### src/hw/rtl/wbd_pkg.sv
// ----------------------------------------------------------------------------
// wbd_pkg: shared types and constants of the wasm body decoder
// Opcode values, result and error codes, queue entry and result layouts.
// ----------------------------------------------------------------------------
package wbd_pkg;

  // opcode bytes
  localparam logic [7:0] OP_UNREACHABLE = 8'h00;
  localparam logic [7:0] OP_END         = 8'h0b;
  localparam logic [7:0] OP_RETURN      = 8'h0f;
  localparam logic [7:0] OP_CALL        = 8'h10;
  localparam logic [7:0] OP_LOCAL_GET   = 8'h20;
  localparam logic [7:0] OP_LOCAL_SET   = 8'h21;
  localparam logic [7:0] OP_LOCAL_TEE   = 8'h22;
  localparam logic [7:0] OP_I32_CONST   = 8'h41;
  localparam logic [7:0] OP_I64_CONST   = 8'h42;
  localparam logic [7:0] OP_F32_CONST   = 8'h43;
  localparam logic [7:0] OP_F64_CONST   = 8'h44;

  // value type bytes
  localparam logic [7:0] VT_I32 = 8'h7f;
  localparam logic [7:0] VT_I64 = 8'h7e;
  localparam logic [7:0] VT_F32 = 8'h7d;
  localparam logic [7:0] VT_F64 = 8'h7c;

  // LEB group index of the tenth byte
  localparam logic [3:0] LEB_LAST_GROUP = 4'd9;

  // default depth of the byte queue
  localparam int QUEUE_DEPTH_DEFAULT = 4;

  typedef enum logic [3:0] {
    KIND_LOCAL_RUN   = 4'd0,
    KIND_UNREACHABLE = 4'd1,
    KIND_END         = 4'd2,
    KIND_RETURN      = 4'd3,
    KIND_LOCAL_GET   = 4'd4,
    KIND_LOCAL_SET   = 4'd5,
    KIND_LOCAL_TEE   = 4'd6,
    KIND_CONST       = 4'd7,
    KIND_CALL        = 4'd8,
    KIND_ERROR       = 4'd9
  } kind_t;

  typedef enum logic [1:0] {
    ERR_NONE        = 2'd0,
    ERR_UNSUPPORTED = 2'd1,
    ERR_BAD_FUNC    = 2'd2,
    ERR_TRUNCATED   = 2'd3
  } err_t;

  // opcode class, decided by the front end
  typedef enum logic [2:0] {
    OC_UNREACHABLE,
    OC_END,
    OC_RETURN,
    OC_ULEB_ARG,
    OC_SLEB_ARG,
    OC_FLOAT_ARG,
    OC_UNSUPPORTED
  } opclass_t;

  typedef struct packed {
    logic [7:0] body_byte;
    logic       body_start;
    logic       body_last;
  } in_item_t;

  typedef struct packed {
    kind_t              result_kind;
    logic [7:0]         value_type;
    logic signed [63:0] operand_value;
    logic               final_end;
    err_t               error_code;
    logic [31:0]        byte_offset;
  } out_item_t;

  typedef struct packed {
    in_item_t item;
    opclass_t opclass;
  } q_entry_t;

endpackage

### src/hw/rtl/wasm_body_instruction_decoder.sv
// ----------------------------------------------------------------------------
// wasm_body_instruction_decoder: WebAssembly function body decoder
// Parses the locals prelude and decodes a subset of opcodes, one byte a cycle unless stalled.
// ----------------------------------------------------------------------------
//
//  channel | handshake            | payload     | direction
//  --------+----------------------+-------------+----------
//  in      | in_valid / in_stall  | in_data     | body bytes into the block
//  out     | out_valid / out_stall| out_data    | decoded results out
//  cfg     | cfg_we               | cfg_data    | function_count write
//
// One byte per cycle while the result side does not stall: every byte is one pass
// of the back end parser, and at most one result leaves per byte. A byte passes
// through a queue slot, then its result goes into the result register.
// Reset clears the queue, the parser state (idle, waiting for body_start) and
// function_count. in_stall rises only when the byte queue is full; the back end
// holds when the result register is full and stalled, so the two sides slip
// against each other by up to QUEUE_DEPTH bytes.
//
module wasm_body_instruction_decoder #(
  // entries in the byte queue between front and back end
  parameter int QUEUE_DEPTH = wbd_pkg::QUEUE_DEPTH_DEFAULT
) (
  input  logic               clk,
  input  logic               rst,
  // byte input transactions
  input  logic               in_valid,
  output logic               in_stall,
  input  wbd_pkg::in_item_t  in_data,
  // result output transactions
  output logic               out_valid,
  input  logic               out_stall,
  output wbd_pkg::out_item_t out_data,
  // function_count register
  input  logic               cfg_we,
  input  logic [31:0]        cfg_data
);

  // front end -> queue
  logic              push;
  wbd_pkg::q_entry_t push_entry;
  logic              q_full;
  // queue -> back end
  logic              q_valid;
  logic              q_pop;
  wbd_pkg::q_entry_t q_entry;

  // Front end: accepts a byte whenever the queue has room and tags it with
  // its opcode class, so the parser only looks at a small code.
  wbd_front u_front (
    .in_valid   (in_valid),
    .in_stall   (in_stall),
    .in_data    (in_data),
    .q_full     (q_full),
    .push       (push),
    .push_entry (push_entry)
  );

  // Decoupling queue.
  wbd_queue #(
    .DEPTH (QUEUE_DEPTH)
  ) u_queue (
    .clk        (clk),
    .rst        (rst),
    .push       (push),
    .push_entry (push_entry),
    .full       (q_full),
    .pop        (q_pop),
    .not_empty  (q_valid),
    .pop_entry  (q_entry)
  );

  // Back end: LEB128 accumulation, prelude run tracking, call bound check and
  // the registered result slot. A byte leaves the queue whenever that slot is
  // free or being taken in the same cycle.
  wbd_back u_back (
    .clk       (clk),
    .rst       (rst),
    .cfg_we    (cfg_we),
    .cfg_data  (cfg_data),
    .q_valid   (q_valid),
    .q_entry   (q_entry),
    .q_pop     (q_pop),
    .out_valid (out_valid),
    .out_stall (out_stall),
    .out_data  (out_data)
  );

endmodule

### src/hw/rtl/wbd_front.sv
// ----------------------------------------------------------------------------
// wbd_front: byte intake and opcode classification
// Takes body bytes off the input channel, tags each with its opcode class.
// ----------------------------------------------------------------------------
module wbd_front (
  input  logic              in_valid,
  output logic              in_stall,
  input  wbd_pkg::in_item_t in_data,
  input  logic              q_full,
  output logic              push,
  output wbd_pkg::q_entry_t push_entry
);

  wbd_pkg::opclass_t cls;

  always_comb begin
    unique case (in_data.body_byte)
      wbd_pkg::OP_UNREACHABLE: cls = wbd_pkg::OC_UNREACHABLE;
      wbd_pkg::OP_END:         cls = wbd_pkg::OC_END;
      wbd_pkg::OP_RETURN:      cls = wbd_pkg::OC_RETURN;
      wbd_pkg::OP_CALL,
      wbd_pkg::OP_LOCAL_GET,
      wbd_pkg::OP_LOCAL_SET,
      wbd_pkg::OP_LOCAL_TEE:   cls = wbd_pkg::OC_ULEB_ARG;
      wbd_pkg::OP_I32_CONST,
      wbd_pkg::OP_I64_CONST:   cls = wbd_pkg::OC_SLEB_ARG;
      wbd_pkg::OP_F32_CONST,
      wbd_pkg::OP_F64_CONST:   cls = wbd_pkg::OC_FLOAT_ARG;
      default:                 cls = wbd_pkg::OC_UNSUPPORTED;
    endcase
  end

  assign in_stall           = q_full;
  assign push               = in_valid && !q_full;
  assign push_entry.item    = in_data;
  assign push_entry.opclass = cls;

endmodule

### src/hw/rtl/wbd_queue.sv
// ----------------------------------------------------------------------------
// wbd_queue: short FIFO between front and back end
// Register-based, one write and one read per cycle, occupancy counter.
// ----------------------------------------------------------------------------
module wbd_queue #(
  parameter int DEPTH = wbd_pkg::QUEUE_DEPTH_DEFAULT
) (
  input  logic              clk,
  input  logic              rst,
  input  logic              push,
  input  wbd_pkg::q_entry_t push_entry,
  output logic              full,
  input  logic              pop,
  output logic              not_empty,
  output wbd_pkg::q_entry_t pop_entry
);

  localparam int PW = (DEPTH > 1) ? $clog2(DEPTH) : 1;
  localparam int CW = $clog2(DEPTH + 1);
  localparam logic [PW-1:0] LAST_SLOT = PW'(DEPTH - 1);
  localparam logic [CW-1:0] FULL_COUNT = CW'(DEPTH);

  wbd_pkg::q_entry_t slots [DEPTH];
  logic [PW-1:0] wr_ptr;
  logic [PW-1:0] rd_ptr;
  logic [CW-1:0] count;

  assign full      = (count == FULL_COUNT);
  assign not_empty = (count != '0);
  assign pop_entry = slots[rd_ptr];

  always_ff @(posedge clk) begin
    if (rst) begin
      wr_ptr <= '0;
      rd_ptr <= '0;
      count  <= '0;
    end else begin
      if (push) begin
        wr_ptr <= (wr_ptr == LAST_SLOT) ? '0 : wr_ptr + 1'b1;
      end
      if (pop) begin
        rd_ptr <= (rd_ptr == LAST_SLOT) ? '0 : rd_ptr + 1'b1;
      end
      if (push && !pop) begin
        count <= count + 1'b1;
      end else if (pop && !push) begin
        count <= count - 1'b1;
      end
    end
  end

  always_ff @(posedge clk) begin
    if (push) begin
      slots[wr_ptr] <= push_entry;
    end
  end

endmodule

### src/hw/rtl/wbd_back.sv
// ----------------------------------------------------------------------------
// wbd_back: body parser and result register
// Runs the prelude / opcode state machine, one queued byte per cycle unless out_stall holds the result register.
// ----------------------------------------------------------------------------
module wbd_back (
  input  logic               clk,
  input  logic               rst,
  input  logic               cfg_we,
  input  logic [31:0]        cfg_data,
  input  logic               q_valid,
  input  wbd_pkg::q_entry_t  q_entry,
  output logic               q_pop,
  output logic               out_valid,
  input  logic               out_stall,
  output wbd_pkg::out_item_t out_data
);

  typedef enum logic [2:0] {
    PH_IDLE,
    PH_RUN_COUNT,
    PH_RUN_LEN,
    PH_RUN_TYPE,
    PH_OPCODE,
    PH_ULEB_ARG,
    PH_SLEB_ARG,
    PH_FLOAT_ARG
  } phase_t;

  phase_t      phase, phase_next, phase_e;
  logic [63:0] acc, acc_next, acc_e;
  logic [3:0]  grp, grp_next, grp_e, grp_inc;
  logic [7:0]  pend, pend_next;
  logic [31:0] runs, runs_next, runs_dec;
  logic [31:0] run_len, run_len_next;
  logic [31:0] body_off, body_off_next, off_e;
  logic [31:0] op_off, op_off_next;
  logic [31:0] function_count;

  logic        res_valid;
  wbd_pkg::out_item_t res;

  logic [7:0]  b;
  logic        last;
  logic        cont;
  logic        leb_long;
  logic [6:0]  sh7, sh7_sext;
  logic [63:0] acc_leb, acc_sleb, acc_flt;
  logic [31:0] idx;
  logic        flt_done;

  assign q_pop = q_valid && (!out_valid || !out_stall);

  always_comb begin
    b        = q_entry.item.body_byte;
    last     = q_entry.item.body_last;
    cont     = b[7];
    phase_e  = q_entry.item.body_start ? PH_RUN_COUNT : phase;
    acc_e    = q_entry.item.body_start ? '0 : acc;
    grp_e    = q_entry.item.body_start ? '0 : grp;
    off_e    = q_entry.item.body_start ? '0 : body_off;
    grp_inc  = grp_e + 4'd1;
    leb_long = cont && (grp_e == wbd_pkg::LEB_LAST_GROUP);
    sh7      = 7'(grp_e) * 7'd7;
    sh7_sext = sh7 + 7'd7;
    acc_leb  = acc_e | (64'(b[6:0]) << sh7[5:0]);
    acc_sleb = acc_leb;
    // sign fill only on the closing group
    if (!cont && grp_e < wbd_pkg::LEB_LAST_GROUP && b[6]) begin
      acc_sleb = acc_leb | ({64{1'b1}} << sh7_sext[5:0]);
    end
    acc_flt  = acc_e | (64'(b) << {grp_e[2:0], 3'b000});
    idx      = acc_leb[31:0];
    flt_done = (pend == wbd_pkg::OP_F64_CONST) ? (grp_inc == 4'd8) : (grp_inc == 4'd4);

    phase_next    = phase;
    acc_next      = acc;
    grp_next      = grp;
    pend_next     = pend;
    runs_next     = runs;
    runs_dec      = runs - 32'd1;
    run_len_next  = run_len;
    body_off_next = body_off;
    op_off_next   = op_off;
    res_valid     = 1'b0;
    res           = '0;

    if (q_pop && phase_e != PH_IDLE) begin
      phase_next    = phase_e;
      acc_next      = acc_e;
      grp_next      = grp_e;
      body_off_next = (off_e == '1) ? off_e : off_e + 32'd1;

      unique case (phase_e)
        PH_RUN_COUNT: begin
          acc_next = acc_leb;
          grp_next = grp_inc;
          if (cont) begin
            if (leb_long || last) begin
              res_valid            = 1'b1;
              res.result_kind      = wbd_pkg::KIND_ERROR;
              res.error_code       = wbd_pkg::ERR_TRUNCATED;
              res.byte_offset      = off_e;
              phase_next           = PH_IDLE;
            end
          end else begin
            runs_next = acc_leb[31:0];
            acc_next  = '0;
            grp_next  = '0;
            if (acc_leb[31:0] == '0) begin
              phase_next = PH_OPCODE;
            end else if (last) begin
              res_valid       = 1'b1;
              res.result_kind = wbd_pkg::KIND_ERROR;
              res.error_code  = wbd_pkg::ERR_TRUNCATED;
              res.byte_offset = off_e;
              phase_next      = PH_IDLE;
            end else begin
              phase_next = PH_RUN_LEN;
            end
          end
        end
        PH_RUN_LEN: begin
          acc_next = acc_leb;
          grp_next = grp_inc;
          if (leb_long || last) begin
            res_valid       = 1'b1;
            res.result_kind = wbd_pkg::KIND_ERROR;
            res.error_code  = wbd_pkg::ERR_TRUNCATED;
            res.byte_offset = off_e;
            phase_next      = PH_IDLE;
          end else if (!cont) begin
            run_len_next = acc_leb[31:0];
            acc_next     = '0;
            grp_next     = '0;
            phase_next   = PH_RUN_TYPE;
          end
        end
        PH_RUN_TYPE: begin
          runs_next = runs_dec;
          res_valid = 1'b1;
          if (last && runs_dec != '0) begin
            res.result_kind = wbd_pkg::KIND_ERROR;
            res.error_code  = wbd_pkg::ERR_TRUNCATED;
            res.byte_offset = off_e;
            phase_next      = PH_IDLE;
          end else begin
            res.result_kind   = wbd_pkg::KIND_LOCAL_RUN;
            res.value_type    = b;
            res.operand_value = 64'(run_len);
            phase_next        = (runs_dec != '0) ? PH_RUN_LEN : PH_OPCODE;
          end
        end
        PH_OPCODE: begin
          op_off_next = off_e;
          pend_next   = b;
          acc_next    = '0;
          grp_next    = '0;
          unique case (q_entry.opclass)
            wbd_pkg::OC_UNREACHABLE: begin
              res_valid       = 1'b1;
              res.result_kind = wbd_pkg::KIND_UNREACHABLE;
            end
            wbd_pkg::OC_END: begin
              res_valid       = 1'b1;
              res.result_kind = wbd_pkg::KIND_END;
              res.final_end   = last;
            end
            wbd_pkg::OC_RETURN: begin
              res_valid       = 1'b1;
              res.result_kind = wbd_pkg::KIND_RETURN;
            end
            wbd_pkg::OC_ULEB_ARG, wbd_pkg::OC_SLEB_ARG, wbd_pkg::OC_FLOAT_ARG: begin
              if (last) begin
                res_valid       = 1'b1;
                res.result_kind = wbd_pkg::KIND_ERROR;
                res.error_code  = wbd_pkg::ERR_TRUNCATED;
                res.byte_offset = off_e;
                phase_next      = PH_IDLE;
              end else if (q_entry.opclass == wbd_pkg::OC_ULEB_ARG) begin
                phase_next = PH_ULEB_ARG;
              end else if (q_entry.opclass == wbd_pkg::OC_SLEB_ARG) begin
                phase_next = PH_SLEB_ARG;
              end else begin
                phase_next = PH_FLOAT_ARG;
              end
            end
            default: begin
              res_valid         = 1'b1;
              res.result_kind   = wbd_pkg::KIND_ERROR;
              res.error_code    = wbd_pkg::ERR_UNSUPPORTED;
              res.operand_value = 64'(b);
              res.byte_offset   = off_e;
              phase_next        = PH_IDLE;
            end
          endcase
        end
        PH_ULEB_ARG: begin
          acc_next = acc_leb;
          grp_next = grp_inc;
          if (leb_long || (cont && last)) begin
            res_valid       = 1'b1;
            res.result_kind = wbd_pkg::KIND_ERROR;
            res.error_code  = wbd_pkg::ERR_TRUNCATED;
            res.byte_offset = op_off;
            phase_next      = PH_IDLE;
          end else if (!cont) begin
            res_valid  = 1'b1;
            phase_next = PH_OPCODE;
            if (pend == wbd_pkg::OP_CALL) begin
              res.operand_value = 64'(idx);
              if (idx >= function_count) begin
                res.result_kind = wbd_pkg::KIND_ERROR;
                res.error_code  = wbd_pkg::ERR_BAD_FUNC;
                res.byte_offset = op_off;
                phase_next      = PH_IDLE;
              end else begin
                res.result_kind = wbd_pkg::KIND_CALL;
              end
            end else begin
              res.operand_value = 64'(idx);
              if (pend == wbd_pkg::OP_LOCAL_GET) begin
                res.result_kind = wbd_pkg::KIND_LOCAL_GET;
              end else if (pend == wbd_pkg::OP_LOCAL_SET) begin
                res.result_kind = wbd_pkg::KIND_LOCAL_SET;
              end else begin
                res.result_kind = wbd_pkg::KIND_LOCAL_TEE;
              end
            end
          end
        end
        PH_SLEB_ARG: begin
          acc_next = acc_sleb;
          grp_next = grp_inc;
          if (leb_long || (cont && last)) begin
            res_valid       = 1'b1;
            res.result_kind = wbd_pkg::KIND_ERROR;
            res.error_code  = wbd_pkg::ERR_TRUNCATED;
            res.byte_offset = op_off;
            phase_next      = PH_IDLE;
          end else if (!cont) begin
            res_valid         = 1'b1;
            res.result_kind   = wbd_pkg::KIND_CONST;
            res.value_type    = (pend == wbd_pkg::OP_I32_CONST) ? wbd_pkg::VT_I32
                                                                : wbd_pkg::VT_I64;
            res.operand_value = acc_sleb;
            phase_next        = PH_OPCODE;
          end
        end
        PH_FLOAT_ARG: begin
          acc_next = acc_flt;
          grp_next = grp_inc;
          if (flt_done) begin
            res_valid       = 1'b1;
            res.result_kind = wbd_pkg::KIND_CONST;
            phase_next      = PH_OPCODE;
            if (pend == wbd_pkg::OP_F64_CONST) begin
              res.value_type    = wbd_pkg::VT_F64;
              res.operand_value = acc_flt;
            end else begin
              res.value_type    = wbd_pkg::VT_F32;
              res.operand_value = {{32{acc_flt[31]}}, acc_flt[31:0]};
            end
          end else if (last) begin
            res_valid       = 1'b1;
            res.result_kind = wbd_pkg::KIND_ERROR;
            res.error_code  = wbd_pkg::ERR_TRUNCATED;
            res.byte_offset = op_off;
            phase_next      = PH_IDLE;
          end
        end
        default: begin
          phase_next = PH_IDLE;
        end
      endcase

      if (last) begin
        phase_next = PH_IDLE;
      end
    end
  end

  always_ff @(posedge clk) begin
    if (rst) begin
      phase          <= PH_IDLE;
      acc            <= '0;
      grp            <= '0;
      pend           <= '0;
      runs           <= '0;
      run_len        <= '0;
      body_off       <= '0;
      op_off         <= '0;
      function_count <= '0;
      out_valid      <= 1'b0;
    end else begin
      phase    <= phase_next;
      acc      <= acc_next;
      grp      <= grp_next;
      pend     <= pend_next;
      runs     <= runs_next;
      run_len  <= run_len_next;
      body_off <= body_off_next;
      op_off   <= op_off_next;
      if (cfg_we) begin
        function_count <= cfg_data;
      end
      if (q_pop) begin
        out_valid <= res_valid;
      end else if (!out_stall) begin
        out_valid <= 1'b0;
      end
      if (q_pop && res_valid) begin
        out_data <= res;
      end
    end
  end

endmodule

### config.mk
export PLATFORM = sky130hd
export DESIGN_NAME = wasm_body_instruction_decoder
export DESIGN_NICKNAME = d
export VERILOG_FILES = /design/src/hw/rtl/wbd_pkg.sv /design/src/hw/rtl/wasm_body_instruction_decoder.sv /design/src/hw/rtl/wbd_front.sv /design/src/hw/rtl/wbd_queue.sv /design/src/hw/rtl/wbd_back.sv
export SDC_FILE = /design/constraint.sdc
export NUM_CORES = 1
export LEC_CHECK = 0
export ABC_AREA = 0
export ABC_CLOCK_PERIOD_IN_PS = 12500
export BUFFER_PORTS_ARGS = -buffer_cell sky130_fd_sc_hd__buf_4
export CELL_PAD_IN_SITES_DETAIL_PLACEMENT = 1
export CELL_PAD_IN_SITES_GLOBAL_PLACEMENT = 1
export CORE_ASPECT_RATIO = 0.75
export CORE_MARGIN = 10
export CORE_UTILIZATION = 34
export DETAILED_ROUTE_END_ITERATION = 10
export PLACE_DENSITY_LB_ADDON = 0.1
export SETUP_SLACK_MARGIN = 0.1
export SYNTH_ARGS = -nofsm -noshare
export SYNTH_HDL_FRONTEND = slang
export SYNTH_SLANG_ARGS = --single-unit
### constraint.sdc
create_clock -name clk -period 12.5 [get_ports clk]
set_clock_uncertainty 0.15 [all_clocks]
set_input_delay 2.5 -clock clk [delete_from_list [all_inputs] [get_ports clk]]
set_output_delay 2.5 -clock clk [all_outputs]
set_load 0.02 [all_outputs]
Word level (Yosys, flattened, before mapping)
Memories as Yosys holds them, arrays and structs flattened. A register that Yosys moved wholly into a read port is not among the register bits.
Cells that the tools add are included.
{"block": "totals", "memories": 1, "wordCells": 212, "inputBits": 47, "ram_bits": 52, "out_inout_bits": 113, "register_bits": 358}
{"block": "classes", "mul": 1, "reduce_logical": 41, "n_eq_ne": 36, "muxes": 95, "shifts": 3, "order_cmp": 2, "bitwise_logic": 6, "n_addsub": 8}
{"name": "u_queue.slots", "words": 4, "word_bits": 13, "rd": 1, "rd_ports_with_merged_regs": 1, "write_ports": 1, "line": "wbd_queue.sv:23", "text": "wbd_pkg::q_entry_t slots [DEPTH];"}
{"operator": "$mux W34", "count": 12}
{"operator": "$pmux W64 S6", "count": 1}
{"operator": "$mux W64", "count": 5}
{"operator": "$pmux W64 S5", "count": 1}
{"operator": "$pmux W34 S7", "count": 1}
{"operator": "$or A64 B64 Y64", "count": 3}
{"operator": "$mux W72", "count": 2}
{"operator": "$mux W32", "count": 4}
{"operator": "$mux W75", "count": 1}
{"operator": "$mux W71", "count": 1}
{"operator": "$pmux W34 S2", "count": 1}
{"operator": "$mux W65", "count": 1}
{"operator": "$pmux W32 S2", "count": 1}
{"operator": "$shl A64 B6 Y64 const A", "count": 1}
{"operator": "$shl A7 B6 Y64", "count": 1}
{"operator": "$shl A8 B6 Y64", "count": 1}
{"operator": "$mux W4", "count": 14}
{"operator": "$mux W3", "count": 18}
{"operator": "$eq A8 B7 Y1 const B", "count": 6}
{"operator": "$eq A8 B6 Y1 const B", "count": 5}
{"operator": "$add A32 B1 Y32 const B", "count": 1}
{"operator": "$eq A32 B32 Y1 const B", "count": 1}
{"operator": "$ge A32 B32 Y1", "count": 1}
{"operator": "$logic_not A32 Y1", "count": 1}
{"operator": "other kinds (44)", "count": 108}

Depth between registers and ports, before layout
{"block": "depth", "ltp_word": 11, "mapped_depth": 34, "mapped_depth_nobuf": 27}

Cells and area by module
From an unflattened synthesis, not the netlist that was laid out.
{"block": "hier_totals", "cells_unflattened": 2811, "area_unflattened_um2": 23561.3}
{"module": "wbd_back", "cells_each": 2663, "instances": 1, "area_each_um2": 20981.4, "seq_area_each_um2": 8137.8}
{"module": "wbd_queue", "cells_each": 111, "instances": 1, "area_each_um2": 2323.5, "seq_area_each_um2": 1741.7}
{"module": "wbd_front", "cells_each": 37, "instances": 1, "area_each_um2": 256.5, "seq_area_each_um2": 0.0}

Worst setup path after synthesis
Ideal clock, no wire load.
{"block": "synth_timing", "path_type": "register -> register", "startpoint": "reg (tool-made name)", "endpoint": "reg u_back.out_data[0] (netlist name)", "setup_time_ps": 582, "path_buffers": 7, "required_ps": 11768, "path_stages_with_launch": 26, "t_arrival_ps": 10314, "period_less_slack_ps": 11047, "setup_slack_ps": 1453, "cell_sequence": "dfxtp_1 buf_6 buf_4 buf_2 mux2i_1 clkbuf_1 nand2_1 ha_1 clkbuf_1 clkbuf_1 xnor2_1 ha_1 inv_1 fa_1 nand2b_1 and2_1 clkbuf_1 nor3_1 and2_1 a221oi_1 o211ai_1 nor4_1 o211ai_1 o31a_1 o21ai_0 nor2_1"}

==> impl_metrics.py <==
metrics = {
    "clock_network": {
        "clkTransAtPathRegs_ns": 0.07,
        "htree_levels": 2,
        "clk_latency_ns": 0.62,
        "cts.sinks": 412,
        "cts_tree": "built",
        "cts_resized": 0,
        "holdBufCountCts": 0,
        "postCtsSetupBuffers": 0,
        "numCtsBuffers": 45,
        "cts_buffer_depth": 3,
        "cts_root_buffer": "clkbuf_16",
    },
    "worst_setup_path": {
        "cpMaxStageDelayCell": "dfxtp_1",
        "worstPathRequired_ns": 12.70,
        "start_kind": "flop",
        "worst-path-buf-inv": 7,
        "end_kind": "flop",
        "slowest_delay_ns": 1.03,
        "cp_data_arrival_time_ns": 10.16,
        "crit_family": "compound AO/OA/AOI/OAI gates",
        "critical_path_class": "flop to flop",
        "cp_common_cell": "buf_4",
        "worstPathMaxFanout": 36,
    },
    "placement": {
        "io_buffers": 159,
        "gp_congestion": 0.977,
        "dp_hpwl_mm": 79.7,
    },
    "layout": {
        "area_growth_pct": 16.1,
        "final_cell_mix": "370 x nor2_1, 320 x nand2_1, 249 x dfxtp_1",
        "mostFrequentLayoutCell": "nor2_1",
        "nets": 2932,
        "drive_gt1_share_pct": 13.4,
    },
    "min_path": {
        "hp-class": "flop to flop",
    },
    "global_route": {
        "grt_overflow_total": 0,
        "track_usage_pct": 27.2,
        "antenna_found_initial": 5,
        "first_global_vias": 22900,
        "grt_max_degree": 83,
        "grt_pass1_wl_mm": 162,
    },
    "die": {
        "fp.dieArea_sq_mm": 0.0791,
        "num_rows": 82,
        "die_width_microns": 321,
        "core_area_sq_mm": 0.0672,
        "start_util_pct": 34.5,
        "die_h_microns": 246,
        "ios": 160,
    },
    "yosys": {
        "syn_nets": 2845,
        "synth.largest_area_cell": "dfxtp_1",
        "synth_top_cell_area_share_pct": 21.5,
        "ys_warn_count": 0,
        "async_flop_share_pct": 0,
        "syn_area_sq_mm": 0.0232,
        "avgSynthCellArea_sq_um": 8.44,
        "synth_ff_type": "dfxtp_1",
        "seq_area_frac_synth_pct": 42.6,
        "synth_seq_cells": 412,
        "ys_types": 86,
        "synthTopCellsByArea": "dfxtp_1 22%, edfxtp_1 21%, nor2_1 6.1%",
        "syn_inst": 2744,
        "synth_enable_flop_cells": 163,
    },
    "pwr": {
        "power_mw": 6.75,
        "p_leak_nw": 9.22,
        "p_per_area_mw_per_mm2": 251,
        "irDropWorstVdd_uv": 108,
    },
    "flow_run": {
        "maxCapViolations": 0,
    },
    "detailed_routing": {
        "vias": 23200,
        "ant_nets": 0,
        "drt_wl_total_mm": 111,
        "drt_iter0_drc": 2551,
        "drt-wirelength-per-cell_microns": 29.7,
        "vias_per_cell": 6.18,
        "drc": 0,
        "first_pass_iters": 9,
    },
    "timing": {
        "worst_slew_pin_slew_ns": 1.40,
        "rsz0062_at_grt": "no",
        "finalSetupTns_ns": 0,
        "min_period_over_period_pct": 79.6,
        "min_period_ns": 9.95,
        "drv_slew": 0,
        "clock.fmax_mhz": 100,
        "setup_viol": 0,
        "hold_violations": 0,
        "relSlewSlack_pct": 5.63,
    },
    "run_status": {
        "status": "finished, final reports clean",
    },
}
## flip-flops by register name, indices dropped and copies added (netlist names), 4 cells and up, named ones only
signal                 flops
u_back.pend                8
u_back.grp                 4
u_back.out_data          111
u_back.op_off             32
u_back.function_count     32
u_back.body_off           32
u_back.run_len            32
u_back.runs               32
u_queue.slots             52
u_back.acc                64
## layer usage
layer	wire, microns	GRT usage (%)	vias up
met3	9660	6.30	163
met1	52900	40.0	11800
li1	-	-	10200
met2	45900	38.9	1039
met5	0	0	-
met4	3000	7.86	0
## report_power, final
| part | switching [mW] | leakage [nW] | internal, mW | total (mW) |
|---|---|---|---|---|
| combinational | 2.64 | 5.16 | 1.02 | 3.65 |
| sequential | 0.164 | 3.35 | 1.59 | 1.76 |
| clock | 0.591 | 0.706 | 0.753 | 1.34 |
## metrics by stage
step | instances | setup slack (ns) | instance area [sq um] | utilization, % | hold WS (ns)
2_1_floorplan | 2744 | 1.45 | 23200 | - | 0.277
3_3_place_gp | 3666 | 3.17 | 25400 | 37.9 | 0.287
3_5_place_dp | 3666 | 2.94 | 25400 | 37.9 | 0.294
4_1_cts | 3750 | 2.88 | 26900 | 40.0 | 0.302
5_1_grt | 3750 | 2.30 | 26900 | 40.0 | 0.324
6_report | 3752 | 2.55 | 26900 | 40.0 | 0.304
## worst register-to-register path, delay by kind of cell (launching register included)
| kind | cells | cell delay, ns |
|---|---|---|
| xor+xnor | 1 | 0.16 |
| compound gates | 9 | 2.21 |
| simple gates | 7 | 1.98 |
| fa+ha+maj | 3 | 1.56 |
| buf+inv | 7 | 1.81 |
| mux | 2 | 0.78 |
| flops | 1 | 1.03 |
## kinds of logic after synthesis
logic type	count (synthesis)	synth area share, %
buffers and inverters	286	4.84
AOI/OAI and AO/OA	844	23.9
muxes	77	4.11
DFF	412	42.6
xor gates and xnor gates	53	2.00
adders and majority gates	54	2.98
and+or+nand+nor	1018	19.5
## synth_stat cells (10+ instances only)
cell	instances
a211oi_1	49
a21boi_0	19
a21o_1	16
a21oi_1	221
a221oi_1	41
a222oi_1	15
a22o_1	23
a22oi_1	64
a31oi_1	10
a32o_1	31
and2_1	17
buf_1	18
clkbuf_1	174
dfxtp_1	249
edfxtp_1	163
ha_1	52
inv_1	79
mux2_2	11
mux2i_1	52
mux4_2	11
nand2_1	321
nand2b_1	18
nand3_1	63
nand4_1	22
nor2_1	375
nor2b_1	19
nor3_1	74
nor4_1	29
o211ai_1	15
o21a_1	12
o21ai_0	210
o221ai_1	12
o22ai_1	30
or2_2	12
or3_1	24
xnor2_1	29
xor2_1	24
## layout make-up
class / count / area [sq um]
Fill cell: 7839 / 40300
Multi-Input combinational cell: 2046 / 12300
Sequential cell: 412 / 9880
Timing Repair Buffer: 244 / 1840
Clock buffer: 67 / 1280
Tap cell: 882 / 1100
Inverter: 82 / 308
Clock inverter: 17 / 165
Antenna cell: 2 / 5.00
## path summary, 6_finish.rpt
path                                         from             endpoint  slack, ns  cells after the start
worst min-delay path            u_back.op_off[15]    u_back.op_off[15]       0.30                      2
worst max register to register               flop  u_back.out_data[10]       2.55                     29
worst max-delay path                         flop  u_back.out_data[10]       2.55                     29
worst min register to register  u_back.op_off[15]    u_back.op_off[15]       0.30                      2
No activity file was read; power rests on OpenSTA's default activity.
